$ cat src/hw/rtl/kmce_pkg.sv
// kmce_pkg: shared types, constants and helpers for the key matrix change-event core
// no dependencies
package kmce_pkg;

  localparam int SWITCH_W = 8;
  localparam int ROW_W    = 2;
  localparam int COL_W    = 4;
  localparam int STATE_W  = 2;
  localparam int TOTAL_W  = 7;
  localparam int CNT_W    = 4;

  localparam logic [TOTAL_W-1:0] TOTAL_MAX = '1;

  // one half-row handed from the state update to the event scanner
  typedef struct packed {
    logic [ROW_W-1:0]    row;
    logic [COL_W-1:0]    col_base;
    logic [SWITCH_W-1:0] prev;
    logic [SWITCH_W-1:0] cur;
    logic [TOTAL_W-1:0]  total;
  } kmce_job_t;

  function automatic logic [CNT_W-1:0] popcount8(input logic [SWITCH_W-1:0] v);
    logic [CNT_W-1:0] n;
    n = '0;
    for (int i = 0; i < SWITCH_W; i++) begin
      n = n + CNT_W'(v[i]);
    end
    return n;
  endfunction

endpackage

$ cat src/hw/rtl/kmce_if.sv
// kmce_in_if / kmce_out_if: valid/ready channels for half-row reports and key events
// depends on kmce_pkg for field widths
interface kmce_in_if import kmce_pkg::*; ();
  logic                valid;
  logic                ready;
  logic                hand_side;
  logic [ROW_W-1:0]    scan_row;
  logic [SWITCH_W-1:0] switch_bits;
  logic                fresh_data;

  modport source (output valid, hand_side, scan_row, switch_bits, fresh_data, input ready);
  modport sink   (input valid, hand_side, scan_row, switch_bits, fresh_data, output ready);
endinterface

interface kmce_out_if import kmce_pkg::*; ();
  logic                valid;
  logic                ready;
  logic [ROW_W-1:0]    event_row;
  logic [COL_W-1:0]    event_column;
  logic [STATE_W-1:0]  key_state;
  logic [TOTAL_W-1:0]  keys_down_total;
  logic                last_event;

  modport source (output valid, event_row, event_column, key_state, keys_down_total,
                  last_event, input ready);
  modport sink   (input valid, event_row, event_column, key_state, keys_down_total,
                  last_event, output ready);
endinterface

$ cat src/hw/rtl/key_matrix_change_events_core.sv
// key_matrix_change_events_core: half-row reports in, per-key change events out
// the first event of a report is held in the job register, then driven from the output registers
// throughput: one event per cycle while the sink is ready; a report holds the column
//   scanner until its last event is loaded into the output register, one with no events
//   takes only its transfer, and a new report is taken in the cycle that last load happens
// state updates at the input transfer; synchronous active-low reset clears all key bits
// depends on kmce_pkg, kmce_if, kmce_state, kmce_emit
module key_matrix_change_events_core import kmce_pkg::*; #(
  parameter int ROW_COUNT         = 4,
  parameter int KEYS_PER_HALF_ROW = 8
) (
  input  logic      clk,
  input  logic      rst_n,
  kmce_in_if.sink   in_if,
  kmce_out_if.source out_if
);

  logic      in_fire;
  logic      job_valid;
  logic      job_ready;
  kmce_job_t job;

  assign in_if.ready = job_ready;
  assign in_fire     = in_if.valid && job_ready;

  kmce_state #(
    .ROW_COUNT         (ROW_COUNT),
    .KEYS_PER_HALF_ROW (KEYS_PER_HALF_ROW)
  ) u_state (
    .clk         (clk),
    .rst_n       (rst_n),
    .fire        (in_fire),
    .hand_side   (in_if.hand_side),
    .scan_row    (in_if.scan_row),
    .switch_bits (in_if.switch_bits),
    .fresh_data  (in_if.fresh_data),
    .job_valid   (job_valid),
    .job         (job)
  );

  kmce_emit u_emit (
    .clk       (clk),
    .rst_n     (rst_n),
    .job_load  (job_valid),
    .job       (job),
    .job_ready (job_ready),
    .out_if    (out_if)
  );

endmodule

$ cat src/hw/rtl/kmce_state.sv
// kmce_state: per half-row current bits, previous bits at each report, keys-down count
// depends on kmce_pkg
module kmce_state import kmce_pkg::*; #(
  parameter int ROW_COUNT         = 4,
  parameter int KEYS_PER_HALF_ROW = 8
) (
  input  logic                clk,
  input  logic                rst_n,
  input  logic                fire,
  input  logic                hand_side,
  input  logic [ROW_W-1:0]    scan_row,
  input  logic [SWITCH_W-1:0] switch_bits,
  input  logic                fresh_data,
  output logic                job_valid,
  output kmce_job_t           job
);

  localparam int HALF_ROWS = 2 * ROW_COUNT;
  localparam int IDX_W     = (HALF_ROWS > 1) ? $clog2(HALF_ROWS) : 1;
  localparam int BITS_USED = (KEYS_PER_HALF_ROW < SWITCH_W) ? KEYS_PER_HALF_ROW : SWITCH_W;
  localparam logic [SWITCH_W-1:0] BIT_MASK = SWITCH_W'((1 << BITS_USED) - 1);
  localparam logic [COL_W-1:0] LEFT_BASE  = COL_W'(KEYS_PER_HALF_ROW - 1);
  localparam logic [COL_W-1:0] RIGHT_BASE = COL_W'(2 * KEYS_PER_HALF_ROW - 1);
  // enough for every switch of every half-row being down, and never below the event field
  localparam int SUM_RAW_W = $clog2(HALF_ROWS * SWITCH_W + 1);
  localparam int SUM_W     = (SUM_RAW_W > TOTAL_W) ? SUM_RAW_W : TOTAL_W;

  logic [SWITCH_W-1:0] cur_r  [HALF_ROWS];
  logic [SUM_W-1:0]    total_r, total_nxt;

  logic [5:0]          idx_wide;
  logic [IDX_W-1:0]    idx;
  logic                in_range;
  logic [SWITCH_W-1:0] old_cur, new_cur;
  logic                upd;

  assign in_range = 5'(scan_row) < 5'(ROW_COUNT);
  assign idx_wide = (hand_side ? 6'(ROW_COUNT) : 6'd0) + 6'(scan_row);
  assign idx      = idx_wide[IDX_W-1:0];
  assign upd      = fire && in_range;

  // the bits held before this report are the previous bits of the half-row
  assign old_cur   = cur_r[idx];
  assign new_cur   = fresh_data ? (switch_bits & BIT_MASK) : old_cur;
  assign total_nxt = total_r - SUM_W'(popcount8(old_cur)) + SUM_W'(popcount8(new_cur));

  always_ff @(posedge clk) begin
    if (!rst_n) begin
      for (int i = 0; i < HALF_ROWS; i++) begin
        cur_r[i] <= '0;
      end
      total_r <= '0;
    end else if (upd) begin
      cur_r[idx] <= new_cur;
      total_r    <= total_nxt;
    end
  end

  // an idle half-row with nothing down gives no events
  assign job_valid = upd && ((old_cur | new_cur) != '0);

  always_comb begin
    job.row      = scan_row;
    job.col_base = hand_side ? RIGHT_BASE : LEFT_BASE;
    job.prev     = old_cur;
    job.cur      = new_cur;
    job.total    = (total_nxt > SUM_W'(TOTAL_MAX)) ? TOTAL_MAX : total_nxt[TOTAL_W-1:0];
  end

endmodule

$ cat src/hw/rtl/kmce_emit.sv
// kmce_emit: walks set columns of one half-row, one event per cycle unless stalled
// depends on kmce_pkg and kmce_out_if
module kmce_emit import kmce_pkg::*; (
  input  logic       clk,
  input  logic       rst_n,
  input  logic       job_load,
  input  kmce_job_t  job,
  output logic       job_ready,
  kmce_out_if.source out_if
);

  kmce_job_t           job_r;
  logic [SWITCH_W-1:0] pend_r;
  logic                busy_r;

  logic                out_valid_r;
  logic [ROW_W-1:0]    row_r;
  logic [COL_W-1:0]    col_r;
  logic [STATE_W-1:0]  state_r;
  logic [TOTAL_W-1:0]  total_r;
  logic                last_r;

  logic [SWITCH_W-1:0] low_bit;
  logic [COL_W-1:0]    low_idx;
  logic                is_last;
  logic                out_load;

  // lowest pending bit first, which is the highest pending column number
  assign low_bit = pend_r & (~pend_r + SWITCH_W'(1));
  assign is_last = (pend_r & ~low_bit) == '0;

  always_comb begin
    low_idx = '0;
    for (int i = 0; i < SWITCH_W; i++) begin
      if (low_bit[i]) low_idx = COL_W'(i);
    end
  end

  assign out_load  = busy_r && (!out_valid_r || out_if.ready);
  assign job_ready = !busy_r || (out_load && is_last);

  always_ff @(posedge clk) begin
    if (!rst_n) begin
      busy_r      <= 1'b0;
      out_valid_r <= 1'b0;
    end else begin
      // a new job only loads when the previous one is done or finishing
      if (job_load) begin
        busy_r <= 1'b1;
        job_r  <= job;
        pend_r <= job.prev | job.cur;
      end else if (out_load) begin
        pend_r <= pend_r & ~low_bit;
        if (is_last) busy_r <= 1'b0;
      end
      if (out_load) begin
        out_valid_r <= 1'b1;
        row_r       <= job_r.row;
        col_r       <= job_r.col_base - low_idx;
        state_r     <= {|(job_r.cur & low_bit), |(job_r.prev & low_bit)};
        total_r     <= job_r.total;
        last_r      <= is_last;
      end else if (out_if.ready) begin
        out_valid_r <= 1'b0;
      end
    end
  end

  assign out_if.valid           = out_valid_r;
  assign out_if.event_row       = row_r;
  assign out_if.event_column    = col_r;
  assign out_if.key_state       = state_r;
  assign out_if.keys_down_total = total_r;
  assign out_if.last_event      = last_r;

endmodule

$ cat src/flat_wrapper.sv
// flat-port wrapper written by rule: the top's interface ports become plain ports
module key_matrix_change_events_core_flat import kmce_pkg::*;
#(
  parameter int ROW_COUNT         = 4,
  parameter int KEYS_PER_HALF_ROW = 8
)
  (clk, rst_n, in_if_valid, in_if_hand_side, in_if_scan_row, in_if_switch_bits, in_if_fresh_data, in_if_ready, out_if_valid, out_if_event_row, out_if_event_column, out_if_key_state, out_if_keys_down_total, out_if_last_event, out_if_ready);
  kmce_in_if in_if_i ();
  kmce_out_if out_if_i ();
  input  logic clk;
  input  logic rst_n;
  input wire logic [$bits(in_if_i.valid)-1:0] in_if_valid;
  input wire logic [$bits(in_if_i.hand_side)-1:0] in_if_hand_side;
  input wire logic [$bits(in_if_i.scan_row)-1:0] in_if_scan_row;
  input wire logic [$bits(in_if_i.switch_bits)-1:0] in_if_switch_bits;
  input wire logic [$bits(in_if_i.fresh_data)-1:0] in_if_fresh_data;
  output wire logic [$bits(in_if_i.ready)-1:0] in_if_ready;
  output wire logic [$bits(out_if_i.valid)-1:0] out_if_valid;
  output wire logic [$bits(out_if_i.event_row)-1:0] out_if_event_row;
  output wire logic [$bits(out_if_i.event_column)-1:0] out_if_event_column;
  output wire logic [$bits(out_if_i.key_state)-1:0] out_if_key_state;
  output wire logic [$bits(out_if_i.keys_down_total)-1:0] out_if_keys_down_total;
  output wire logic [$bits(out_if_i.last_event)-1:0] out_if_last_event;
  input wire logic [$bits(out_if_i.ready)-1:0] out_if_ready;
  assign in_if_i.valid = in_if_valid;
  assign in_if_i.hand_side = in_if_hand_side;
  assign in_if_i.scan_row = in_if_scan_row;
  assign in_if_i.switch_bits = in_if_switch_bits;
  assign in_if_i.fresh_data = in_if_fresh_data;
  assign in_if_ready = in_if_i.ready;
  assign out_if_valid = out_if_i.valid;
  assign out_if_event_row = out_if_i.event_row;
  assign out_if_event_column = out_if_i.event_column;
  assign out_if_key_state = out_if_i.key_state;
  assign out_if_keys_down_total = out_if_i.keys_down_total;
  assign out_if_last_event = out_if_i.last_event;
  assign out_if_i.ready = out_if_ready;
  key_matrix_change_events_core #(.ROW_COUNT(ROW_COUNT), .KEYS_PER_HALF_ROW(KEYS_PER_HALF_ROW)) u_core (.clk(clk), .rst_n(rst_n), .in_if(in_if_i), .out_if(out_if_i));
endmodule
$ cat config.mk
export PLATFORM = sky130hd
export DESIGN_NAME = key_matrix_change_events_core_flat
export DESIGN_NICKNAME = d
export VERILOG_FILES = /design/src/hw/rtl/kmce_pkg.sv /design/src/hw/rtl/kmce_if.sv /design/src/hw/rtl/key_matrix_change_events_core.sv /design/src/hw/rtl/kmce_state.sv /design/src/hw/rtl/kmce_emit.sv /design/src/flat_wrapper.sv
export SDC_FILE = /design/constraint.sdc
export NUM_CORES = 1
export LEC_CHECK = 0
export ABC_AREA = 1
export BUFFER_PORTS_ARGS = -buffer_cell sky130_fd_sc_hd__buf_2
export CAP_MARGIN = 10
export CELL_PAD_IN_SITES_DETAIL_PLACEMENT = 0
export CELL_PAD_IN_SITES_GLOBAL_PLACEMENT = 2
export CORE_MARGIN = 1
export CORE_UTILIZATION = 39
export DETAILED_ROUTE_END_ITERATION = 7
export PLACE_DENSITY = 0.87
export RECOVER_POWER = 100
export SETUP_SLACK_MARGIN = 0.4
export SLEW_MARGIN = 15
export SYNTH_ARGS = -nofsm -noshare
export SYNTH_HDL_FRONTEND = slang
export SYNTH_SLANG_ARGS = --single-unit
export TNS_END_PERCENT = 10
$ cat constraint.sdc
create_clock -name clk -period 6.4 [get_ports clk]
set_input_delay 0.96 -clock clk [delete_from_list [all_inputs] [get_ports clk]]
set_output_delay 0.96 -clock clk [all_outputs]
set_load 0.01 [all_outputs]
Yosys cells after proc, flatten, opt, wreduce, memory -nomap -nowiden
Memory sizes are Yosys's and may differ from the RTL's.
Index checks and enable logic that the tools add are counted.
{"block": "word_totals", "register_bits": 62, "ram_bits": 64, "inputBits": 16, "out_inout_bits": 18, "n_memories": 1}
{"memory": "u_core.u_state.cur_r", "depth": 8, "word_bits": 8, "read_ports": 1, "rd_clocked_by_memory_dff": 0, "write_ports": 8, "line": "kmce_state.sv:28", "text": "logic [SWITCH_W-1:0] cur_r [HALF_ROWS];"}
{"block": "classes", "n_addsub": 19, "n_lt_le_gt_ge": 1, "n_mux": 24, "bitwise": 7, "reduce_logical": 20}
{"operator": "4-bit by 1-bit adder with 4-bit output", "count": 8}
{"operator": "8-bit AND", "count": 4}
{"operator": "8-bit two-way mux", "count": 4}
{"operator": "4-bit two-way mux", "count": 7}
{"operator": "8-bit OR reduction", "count": 3}
{"operator": "8-bit inverter", "count": 2}
{"operator": "1-bit two-way mux", "count": 11}
{"operator": "3-bit by 1-bit adder with 4-bit output", "count": 2}
{"operator": "8-bit by 1-bit adder with 8-bit output (second input constant)", "count": 1}
{"operator": "8-bit zero test", "count": 1}
{"operator": "8-bit bitwise OR", "count": 1}
{"operator": "2-bit AND reduction", "count": 4}
{"operator": "8-bit nonzero test", "count": 1}
{"operator": "7-bit by 4-bit adder with 7-bit output", "count": 1}
{"operator": "7-bit greater-than comparator (second input constant)", "count": 1}
{"operator": "7-bit by 4-bit subtractor with 7-bit output", "count": 1}
{"operator": "2-bit by 1-bit adder with 3-bit output", "count": 2}
{"operator": "3-bit two-way mux", "count": 2}
{"operator": "2-bit nonzero test", "count": 3}
{"operator": "1-bit by 1-bit adder with 2-bit output", "count": 2}
{"operator": "1-bit logical AND", "count": 4}
{"operator": "4-bit subtractor", "count": 1}
{"operator": "3-bit by 2-bit adder with 3-bit output", "count": 1}
{"operator": "1-bit zero test", "count": 2}
{"operator": "1-bit logical OR", "count": 2}

Depth between registers and ports, before layout
Gate-level depths: netlist of the first run.
{"block": "depth", "depth_word": 14, "mapped_depth": 27, "depth_no_buf": 25}

Modules after synthesis
Synthesis of the first run repeated with hierarchy kept, for this count alone.
{"block": "hier_totals", "cells_unflattened": 665, "area_unflattened_um2": 6458.7}
{"module": "kmce_state", "n_inst": 1, "cells_each": 491, "area_per_inst_um2": 4231.6}
{"module": "kmce_emit", "n_inst": 1, "cells_each": 172, "area_per_inst_um2": 2219.6}
{"module": "key_matrix_change_events_core", "n_inst": 1, "cells_each": 2, "area_per_inst_um2": 7.5}

Worst setup path before layout of the first run
No wires, ideal clock.
{"block": "synth_timing", "path_type": "in2reg", "startpoint": "in in_if_hand_side", "endpoint": "reg u_core.u_state.total_r[5]", "setup_ns": 0.116, "arrival_time_ns": 5.546, "required_ns": 6.284, "setup_slack_ns": 0.738, "cell_stages": 22, "n_path_buf": 1, "cell_sequence": "buf_4 inv_1 nor2_1 nand3_1 nand2_1 nor2_1 o21ai_0 clkinv_1 fa_1 fa_1 fa_1 inv_1 fa_1 fa_1 ha_1 inv_1 fa_1 o21ai_0 xnor2_1 inv_1 o21ai_0 nor2_1"}
{"element": "from (decl)", "line": "flat_wrapper.sv:13", "text": "input wire logic [$bits(in_if_i.hand_side)-1:0] in_if_hand_side;"}
{"element": "to (signal assigned)", "line": "kmce_state.sv:55", "text": "total_r <= total_nxt;"}
{"element": "to (decl)", "line": "kmce_state.sv:29", "text": "logic [SUM_W-1:0] total_r, total_nxt;"}

==> results of run 1 <==
[power groups by stage]
stage          sequential, uW  clock, uW  combinational (uW)
4_1_cts                  1070       1000                 830
2_1_floorplan            1080          0                 630
3_5_place_dp             1080          0                 817
5_1_grt                  1070       1040                 954
6_report                 1070        996                 805
3_3_place_gp             1080          0                 809
[timing repair]
| action | CTS | global route |
|---|---|---|
| endpoints found under the setup margin | 0 | 5 |
| buffers inserted | 0 | 3 |
| gates resized for setup | 0 | 9 |
[worst register-to-register path: cells and delay by family, from the launching register on]
kind                     cells  cell delay [ps]
AO/OA/AOI/OAI                3              730
AND/OR/NAND/NOR              7              590
flip-flops                   1              330
buffers and inverters        5              330
adder cells (fa/ha/maj)      7             2800
XOR/XNOR                     1              140
[flip-flops by register name (all words and copies together), names as in the netlist, 2 cells and up]
name	cells
u_core.u_emit.job_r	26
u_core.u_state.total_r	7
u_core.u_state.cur_r	64
u_core.u_emit.out_if.key_state	2
u_core.u_emit.out_if.event_row	2
u_core.u_emit.out_if.keys_down_total	7
u_core.u_emit.out_if.event_column	4
u_core.u_emit.pend_r	8
[layer usage]
metal  wire length (um)  part of all wire [%]
met1               6659                    46
met2               6834                    47
met3                645                   4.4
met4                375                   2.6
met5                  0                     0
[worst min-delay path by stage]
stage | from | endpoint | slack [ps]
after floorplan | u_core.u_emit.job_r[26]$_DFFE_PP_ | u_core.u_emit.out_if.event_column[3]$_DFFE_PP_ | 400
after global placement | u_core.u_emit.job_r[6]$_SDFFCE_PN1P_ | u_core.u_emit.out_if.keys_down_total[6]$_DFFE_PP_ | 400
after detailed placement | u_core.u_emit.job_r[27]$_DFFE_PP_ | u_core.u_emit.out_if.event_row[0]$_DFFE_PP_ | 410
after CTS | u_core.u_emit.job_r[6]$_SDFFCE_PN1P_ | u_core.u_emit.out_if.keys_down_total[6]$_DFFE_PP_ | 420
after global routing | u_core.u_emit.job_r[27]$_DFFE_PP_ | u_core.u_emit.out_if.event_row[0]$_DFFE_PP_ | 420
final | u_core.u_emit.job_r[27]$_DFFE_PP_ | u_core.u_emit.out_if.event_row[0]$_DFFE_PP_ | 420
[through the flow]
| stage | setup WS (ps) | utilization (%) |
|---|---|---|
| after floorplan | 738.2 | - |
| after global placement | 344.9 | 42.92 |
| after detailed placement | 141.2 | 42.92 |
| after CTS | 555.5 | 46.87 |
| after global routing | 300.1 | 46.21 |
| final | 700.5 | 46.21 |
[layout make-up]
class	count	area, um2	area share, %
Clock buffer	18	429.2	6.064
Multi-Input combinational cell	410	2012	28.43
Tap cell	211	264.0	3.731
Inverter	99	376.6	5.322
Clock inverter	14	176.4	2.493
Sequential cell	123	3603	50.92
Timing Repair Buffer	43	215.2	3.041
[cells in the mapped netlist (3+ instances only)]
cell type and count:
clkbuf_1 6, ha_1 8, buf_2 8, inv_1 96, nand2_2 3, o21ai_0 13, a21oi_1 8, edfxtp_1 114
dfxtp_1 9, nand2_4 9, nand2_1 171, xor2_1 3, nand3_1 43, fa_1 13, nand4_1 8, nor2_1 110
[kinds of logic (layout without fill, tap and decap cells)]
group	count (synthesis)	count (layout)	share of synthesized area [%]
simple gates	353	353	24.63
fa+ha+maj	21	21	5.854
xor+xnor	5	5	0.7115
buf+inv	115	174	7.297
flops	123	123	58.54
compound gates	31	31	2.968
==> flow_summary.toml, run 1 <==
[timing]
tns_ps = 0
hold_viol_final = 0
rsz0062_at_grt = "no"
drv_slew = 0
post-route-min-period_ps = 5699
setup_viol = 0
fmax_mhz = 175.5
worst_slew_pin_slew_ps = 1088
slew_headroom_pct = 26.72
finalCritPeriodShare_pct = 89.05
clock_skew_ps = 8.718
whs_ps = 416.8

[setup_path]
slowest_stage = "fa_1"
reg2reg_to = "u_core.u_state.total_r[5]$_SDFFE_PN0P_"
arrival_ps = 6020
path_delay_family = "adder cells"
cp_slowest_stage_delay_ps = 580
worstPathRequired_ps = 6720
crit_path_start_kind = "input port"
worst-setup-path-type = "in -> reg"
cp_common_cell = "fa_1"
cp.depth = 23
reg2reg_depth = 23
path_cells = "clkbuf_1, clkinv_2, clkbuf_1, nand2_1, nand3_1, nand2_1, nor2_1, o21ai_1, clkinv_1, fa_1, fa_1, fa_1, inv_1, fa_1, fa_1, ha_1, inv_1, fa_1, o21ai_0, xnor2_1, inv_1, o21ai_0, nor2_1"
r2r_slack_ps = 1360
endpoint_kind = "register"
worst-path-buf-inv = 7
startpoint = "in_if_scan_row[0]"
cp_max_fo = 21
r2r-start = "u_core.u_state.cur_r[3][6]$_SDFFCE_PN0P_"
critical_path.endpoint = "u_core.u_state.total_r[5]$_SDFFE_PN0P_"

[grt]
grt_use_met1_pct = 25.75
gr-max-usage-layer = "met2"
grt_max_degree = 42
antenna_found_initial = 0
gr-usage-met3_pct = 4.313
overflow = 0
grt_pass1_vias = 4310
use_met2_pct = 30.99
grt_pass1_wl_um = 23150
grt_use_total_pct = 19.62

[placement]
dp.cells = 883
post_dp_cell_area_um2 = 6573
hpwl_um = 10460
gp_congestion = 0.8582
portBuffers = 33

[synth]
synth_edf_count = 114
postSynthAreaPerCell_um2 = 9.500
ys_top_cells_by_area = "edfxtp_1 (56%), nand2_1 (10%), nor2_1 (6.7%), inv_1 (5.9%), fa_1 (4.2%)"
netlist_area_um2 = 6156
synth_seq_cells = 123
synth_top_area_share_pct = 55.61
synth_cells = 648
yosys_warnings = 0
ys_seq_area_share_pct = 58.54
async_flop_share_pct = 0
ys.flop_type = "edfxtp_1"
synthesis.nets = 685
synth_cell_types = 33
synth_top_cell_by_area = "edfxtp_1"

[cells_and_area]
layout_common_cells = "nand2_1 (181), edfxtp_1 (114), nor2_1 (110), inv_1 (95), nand3_1 (43)"
final_area_um2 = 7077
final_layout_size_suffix_gt1_share_pct = 8.345
layout_commonest_cell = "nand2_1"
fin_nets = 731
area_delta_synth_final_pct = 14.96
antenna-diode-count = 0
fin_cells = 918
n_fill_cell = 1511

[route]
drc = 0
antenna_left = 0
vias = 4377
drt-total-wl_um = 14510
vias_per_cell = 4.768
avgRoutedWirePerCell_um = 15.81
drtIter0Drc = 335
drtPass1Iterations = 5

[power_and_ir_drop]
p_seq_share_pct = 37.2
power_switching_share_pct = 31.05
clockPowerShare_pct = 34.7
p_int_uw = 1976
combinationalPowerShare_pct = 28.1
p_per_area_nw_per_um2 = 405.1
power_uw = 2867
p_sw_uw = 890.1
p_leak_uw = 0.003119
vdd_drop_max_uv = 214.0

[clock_network]
htree_levels = 4
cts_made_buffers = 17
clk_pin_slew_worst_paths_ps = 50
cts_hold_buffers = 0
clock_path_buffers = 2
tritoncts = "built"
clock-sinks = 123
cts_root_buf = "clkbuf_16"
clk_latency_ps = 430

[floorplan]
num_io_pins = 34
initial_core_util_pct = 40.20
die_area_um2 = 16290
rows = 45
dieWidth_um = 127.6
core_um2 = 15310
dieHeight_um = 127.6

[worst_hold_path]
holdPathStages = 0
holdCritPathClass = "reg -> reg"

[status]
outcome = "finished, final reports clean"

[flow_run]
max_cap_viol_count = 0
Power figures use the tool's default switching activity.
==> run 2, diff against run 1 <==
--- a/config.mk
+++ b/config.mk
@@ -11,13 +11,14 @@
 export CELL_PAD_IN_SITES_DETAIL_PLACEMENT = 0
 export CELL_PAD_IN_SITES_GLOBAL_PLACEMENT = 2
 export CORE_MARGIN = 1
-export CORE_UTILIZATION = 39
+export CORE_UTILIZATION = 40
 export DETAILED_ROUTE_END_ITERATION = 7
-export PLACE_DENSITY = 0.87
+export PLACE_DENSITY = 0.88
 export RECOVER_POWER = 100
 export SETUP_SLACK_MARGIN = 0.4
 export SLEW_MARGIN = 15
 export SYNTH_ARGS = -nofsm -noshare
 export SYNTH_HDL_FRONTEND = slang
+export SYNTH_HIERARCHICAL = 1
 export SYNTH_SLANG_ARGS = --single-unit
 export TNS_END_PERCENT = 10
==> run 2 against run 1 <==
Clock power grew 13%. Critical path depth shrank 3. Core utilization rose by 0.34 points. Clock skew decreased by 2.2 ps. Setup slack got worse by 100 ps. Critical path type unchanged.
==> flow_summary.toml, run 2 <==
[status]
outcome = "finished, final reports clean"

[synth]
synth_common_cells = "nand2_1 (200), edfxtp_1 (117), nor2_1 (95)"
synth_edf_count = 117
ys_top_cells_by_area = "edfxtp_1 (54%), nand2_1 (12%), nor2_1 (5.5%), fa_1 (4.3%), inv_1 (4.3%)"
synth_top_cell_by_area = "edfxtp_1"
synth_cells = 665
ys_seq_area_share_pct = 57.19
yosys_warnings = 6
yosysMostFrequentCell = "nand2_1"
postSynthAreaPerCell_um2 = 9.712
synth_cell_types = 33
synth_seq_cells = 126
ys.flop_type = "edfxtp_1"
synth_top_area_share_pct = 54.40
netlist_area_um2 = 6459
async_flop_share_pct = 0

[placement]
gp_congestion = 0.8048
portBuffers = 33
hpwl_um = 10150
post_dp_cell_area_um2 = 6788
dp.cells = 898

[setup_path]
cp_max_fo = 14
worst-setup-path-type = "in -> reg"
endpoint_kind = "register"
r2r_slack_ps = 1560
worstPathRequired_ps = 6710
arrival_ps = 6110
crit_path_start_kind = "input port"

[clock_network]
post_cts_buffers = 0
tritoncts = "built"
clock-sinks = 126
clk_pin_slew_worst_paths_ps = 60
htree_levels = 4
cts_resized = 0
cts_root_buf = "clkbuf_16"
clk_latency_ps = 420
clock_path_buffers = 2
cts_made_buffers = 17
cts_hold_buffers = 0

[cells_and_area]
layout_common_cells = "nand2_1 (208), edfxtp_1 (117), nor2_1 (98), inv_1 (74), o21ai_0 (28)"
final_area_um2 = 7367
area_delta_synth_final_pct = 14.06
reg_top3 = "u_core/u_state/cur_r x64, u_core/u_emit/job_r x29, u_core/u_emit/pend_r x8"
layout_commonest_cell = "nand2_1"
fin_cells = 930
largest_reg_flops = 64
antenna-diode-count = 0
fin_nets = 742
final_layout_size_suffix_gt1_share_pct = 10.64
n_fill_cell = 1528
top_register = "u_core/u_state/cur_r"

[power_and_ir_drop]
p_sw_uw = 873.9
power_uw = 2985
p_int_uw = 2111
clockPowerShare_pct = 37.8
power_switching_share_pct = 29.28
p_seq_share_pct = 36.1
p_leak_uw = 0.003159
combinationalPowerShare_pct = 26.1
p_per_area_nw_per_um2 = 405.2
vdd_drop_max_uv = 208.4

[timing]
slew_headroom_pct = 2.528
rsz0062_at_grt = "no"
post-route-min-period_ps = 5802
hold_viol_final = 0
setup_viol = 0
clock_skew_ps = 6.566
worst_slew_pin_slew_ps = 1447
finalCritPeriodShare_pct = 90.65
fmax_mhz = 172.4
tns_ps = 0
drv_slew = 0

[floorplan]
dieHeight_um = 129.1
rows = 46
die_area_um2 = 16660
core_um2 = 15830
initial_core_util_pct = 40.81
num_io_pins = 34
dieWidth_um = 129.1

[route]
drtPass1Iterations = 5
vias_per_cell = 4.841
vias = 4502
avgRoutedWirePerCell_um = 15.81
drc = 0
drt-total-wl_um = 14700
drtIter0Drc = 242
antenna_left = 0

[grt]
overflow = 0
gr-usage-met3_pct = 4.831
antenna_found_initial = 0
use_met2_pct = 31.96
grt_max_degree = 37
gr-max-usage-layer = "met2"
grt_pass1_wl_um = 23000
grt_use_total_pct = 19.05
grt_pass1_vias = 4473
grt_use_met1_pct = 23.38

[worst_hold_path]
holdCritPathClass = "reg -> reg"

[flow_run]
max_cap_viol_count = 0
## run 2: cell types whose count changed in the layout (fill, tap and decap cells not counted), sizes merged, moves of 3 or more
cell    previous run  this run
nand2            183       217
conb               0         3
o211ai             0         6
inv               96        84
edfxtp           114       117
nand3             43        15
clkinv            10         7
o21ai             17        35
bufinv             4         7
nor2             114        99
ha                 8        11
## run 2: kinds of logic after synthesis
| family | count (synthesis) | share of synthesized area, % |
|---|---|---|
| adders and majority gates | 25 | 6.470 |
| AOI/OAI and AO/OA | 54 | 5.947 |
| xor gates and xnor gates | 5 | 0.6780 |
| buffers and inverters | 110 | 7.691 |
| and+or+nand+nor | 344 | 21.97 |
| other | 1 | 0.05806 |
| DFF | 126 | 57.19 |
## run 2: layer usage
metal  vias up  part of all wire [%]
met5         -                     0
li1       2211                     -
met3        23                   4.1
met1      2163                    44
met2       105                    50
met4         0                   2.0
## run 2: metrics by stage
| step | utilization [%] | hold WS [ps] | worst slack, ps |
|---|---|---|---|
| final | 46.55 | 416.9 | 598.5 |
| after global routing | 46.55 | 427.2 | 316.6 |
| after CTS | 47.26 | 418.6 | 913.6 |
| after detailed placement | 42.89 | 404.5 | 526.0 |
| after global placement | 42.89 | 402.8 | 601.3 |
| after floorplan | - | 400.3 | 1083 |
## run 2: path summary, 6_finish.rpt
kind | startpoint | cells past startpoint | end
max | in_if_hand_side | 20 | u_core/u_state/total_r[5]$_SDFFE_PN0P_
min | u_core/u_emit/job_r[28]$_DFFE_PP_ | 0 | u_core/u_emit/out_if.event_row[1]$_DFFE_PP_
max reg2reg | u_core/u_state/cur_r[2][0]$_SDFFCE_PN0P_ | 22 | u_core/u_state/total_r[5]$_SDFFE_PN0P_
min reg2reg | u_core/u_emit/job_r[28]$_DFFE_PP_ | 0 | u_core/u_emit/out_if.event_row[1]$_DFFE_PP_
## run 2: area by class of cell
class | count | area (um2) | area share, %
Sequential cell | 126 | 3694 | 50.14
Multi-Input combinational cell | 431 | 2207 | 29.96
Clock buffer | 17 | 425.4 | 5.774
Inverter | 84 | 322.8 | 4.382
Tap cell | 216 | 270.3 | 3.668
Clock inverter | 15 | 266.5 | 3.618
Timing Repair Buffer | 41 | 181.4 | 2.463
## run 2: critical path, cell delays in order
cell,delay (ps)
clkbuf_1,530
inv_1,400
nand2_1,220
nand2_1,160
o21ai_4,170
inv_1,110
fa_1,530
inv_1,50
fa_1,470
inv_1,60
fa_1,430
fa_1,470
ha_1,290
ha_1,170
inv_1,60
fa_1,400
o21ai_0,250
xor2_1,120
o21ai_0,190
inv_1,60
## run 2: power by group through the flow
stage / logic [uW] / clock network [uW] / registers (uW)
after floorplan: 597 / 0 / 1090
after global placement: 762 / 0 / 1090
after detailed placement: 785 / 0 / 1090
after CTS: 801 / 1150 / 1080
after global routing: 878 / 1180 / 1090
final: 778 / 1130 / 1080
==> run 3, diff against run 2 <==
--- a/config.mk
+++ b/config.mk
@@ -12,6 +12,7 @@
 export CELL_PAD_IN_SITES_GLOBAL_PLACEMENT = 2
 export CORE_MARGIN = 1
 export CORE_UTILIZATION = 40
+export CTS_CLUSTER_SIZE = 8
 export DETAILED_ROUTE_END_ITERATION = 7
 export PLACE_DENSITY = 0.88
 export RECOVER_POWER = 100
==> constraint.sdc (replaced) <==
create_clock -name clk -period 6.4 [get_ports clk]
set_input_delay 0.96 -clock clk [delete_from_list [all_inputs] [get_ports clk]]
set_output_delay 0.96 -clock clk [all_outputs]
set_load 0.005 [all_outputs]
==> run 3 against run 2 <==
Setup slack got worse by 1.1 ps. Register-to-register slack about the same. Core utilization hardly changed. Critical path depth unchanged. Hold slack about the same. Sequential share of layout area shrank 0.051 points. Non-clock buffer count unchanged. Sequential power barely moved. Final cell count is the same. Global-route usage did not move. Critical path type unchanged. Highest routed layer unchanged.
==> flow_summary.toml, run 3 (synthesis results as in run 2) <==
[floorplan]
initial_core_util_pct = 40.81
core_um2 = 15830
die_area_um2 = 16660
num_io_pins = 34
rows = 46
dieHeight_um = 129.1
dieWidth_um = 129.1

[cells_and_area]
reg_top3 = "u_core/u_state/cur_r x64, u_core/u_emit/job_r x29, u_core/u_emit/pend_r x8"
fin_nets = 742
final_area_um2 = 7375
antenna-diode-count = 0
fin_util_pct = 46.59
layout_common_cells = "nand2_1 (208), edfxtp_1 (117), nor2_1 (98), inv_1 (74), o21ai_0 (28)"
multi_input_area_um2 = 2207
n_fill_cell = 1526
layout_commonest_cell = "nand2_1"
top_register = "u_core/u_state/cur_r"
final_layout_size_suffix_gt1_share_pct = 11.48
area_delta_synth_final_pct = 14.18
largest_reg_flops = 64
seqCellArea_um2 = 3694

[flow_run]
max_cap_viol_count = 0

[placement]
place_ws_ps = 526.0
post_dp_cell_area_um2 = 6788
hpwl_um = 10150
portBuffers = 33
gp_congestion = 0.8048

[clock_network]
clock-sinks = 126
htree_levels = 4
clk_pin_slew_worst_paths_ps = 60
post_cts_buffers = 0
cts_made_buffers = 17
cts_hold_buffers = 0
tritoncts = "built"
cts_root_buf = "clkbuf_16"
clk_latency_ps = 420
clock_path_buffers = 2
cts_resized = 0

[timing]
post-route-min-period_ps = 5803
hold_viol_final = 0
tns_ps = 0
worst_slew_pin_slew_ps = 1448
finalCritPeriodShare_pct = 90.67
setup_viol = 0
rsz0062_at_grt = "no"
whs_ps = 417.1
fmax_mhz = 172.3
slew_headroom_pct = 2.416
drv_slew = 0
clock_skew_ps = 6.566
setup_ws_ps = 597.4

[route]
vias_per_cell = 4.843
drtPass1Iterations = 5
vias = 4504
avgRoutedWirePerCell_um = 15.80
drtIter0Drc = 242
drc = 0
drt-total-wl_um = 14700
antenna_left = 0

[power_and_ir_drop]
p_per_area_nw_per_um2 = 404.3
combinationalPowerShare_pct = 26.0
p_seq_share_pct = 36.1
vdd_drop_max_uv = 208.4
p_int_uw = 2112
clockPowerShare_pct = 37.9
p_sw_uw = 869.9
p_leak_uw = 0.003177
power_switching_share_pct = 29.17

[setup_path]
reg2reg_depth = 22
crit_path_start_kind = "input port"
cp.depth = 20
arrival_ps = 6110
r2r_slack_ps = 1560
cp_slowest_stage_delay_ps = 530
slowest_stage = "clkbuf_1"
cp_max_fo = 14
path_cells = "clkbuf_1, inv_1, nand2_1, nand2_1, o21ai_4, inv_1, fa_1, inv_1, fa_1, inv_1, fa_1, fa_1, ha_1, ha_1, inv_1, fa_1, o21ai_0, xor2_1, o21ai_0, inv_1"
worst-setup-path-type = "in -> reg"
worst-path-buf-inv = 7
endpoint_kind = "register"
worstPathRequired_ps = 6710
path_delay_family = "adder cells"
cp_common_cell = "inv_1"

[grt]
grt_max_degree = 37
overflow = 0
grt_use_total_pct = 19.05
grt_pass1_wl_um = 23000
antenna_found_initial = 0
grt_pass1_vias = 4473

[worst_hold_path]
holdCritPathClass = "reg -> reg"
holdPathStages = 0

[status]
outcome = "finished, final reports clean"
[run 3: changes by cell type in the layout (fill, tap and decap cells not counted)]
| cell | delta |
|---|---|
| clkbuf_1 | -7 |
| buf_2 | +6 |
| buf_1 | +1 |
[run 3: metrics by stage]
stage / instances / total power (uW)
6_report: 930 / 2982
5_1_grt: 930 / 3142
4_1_cts: 930 / 3024
3_5_place_dp: 898 / 1876
3_3_place_gp: 898 / 1851
2_1_floorplan: 667 / 1682
[run 3: path summary, 6_finish.rpt]
check                                           endpoint                                     start
min reg2reg  u_core/u_emit/out_if.event_row[1]$_DFFE_PP_         u_core/u_emit/job_r[28]$_DFFE_PP_
max reg2reg       u_core/u_state/total_r[5]$_SDFFE_PN0P_  u_core/u_state/cur_r[2][0]$_SDFFCE_PN0P_
min          u_core/u_emit/out_if.event_row[1]$_DFFE_PP_         u_core/u_emit/job_r[28]$_DFFE_PP_
max               u_core/u_state/total_r[5]$_SDFFE_PN0P_                           in_if_hand_side
[run 3: area by class of cell]
cell class                 instances  share of cell area, %
sequential                       126                  50.08
multi-input combinational        431                  29.93
clock buffer                      17                  5.769
inverter                          84                  4.377
tap                              216                  3.665
clock inverter                    15                  3.614
timing repair buffer              41                  2.562
[run 3: power by group through the flow]
stage	clock network (uW)	registers [uW]	logic, uW
after floorplan	0	1090	597
after global placement	0	1090	758
after detailed placement	0	1090	781
after CTS	1150	1080	797
after global routing	1180	1090	875
final	1130	1080	775
[run 3: routing by layer]
layer | routed length (um) | global-route usage, % | vias to the layer above
met5 | 0 | 0 | -
li1 | - | - | 2211
met1 | 6473 | 23.38 | 2165
met2 | 7334 | 31.96 | 105
met4 | 289 | 8.235 | 0
met3 | 600 | 4.831 | 23
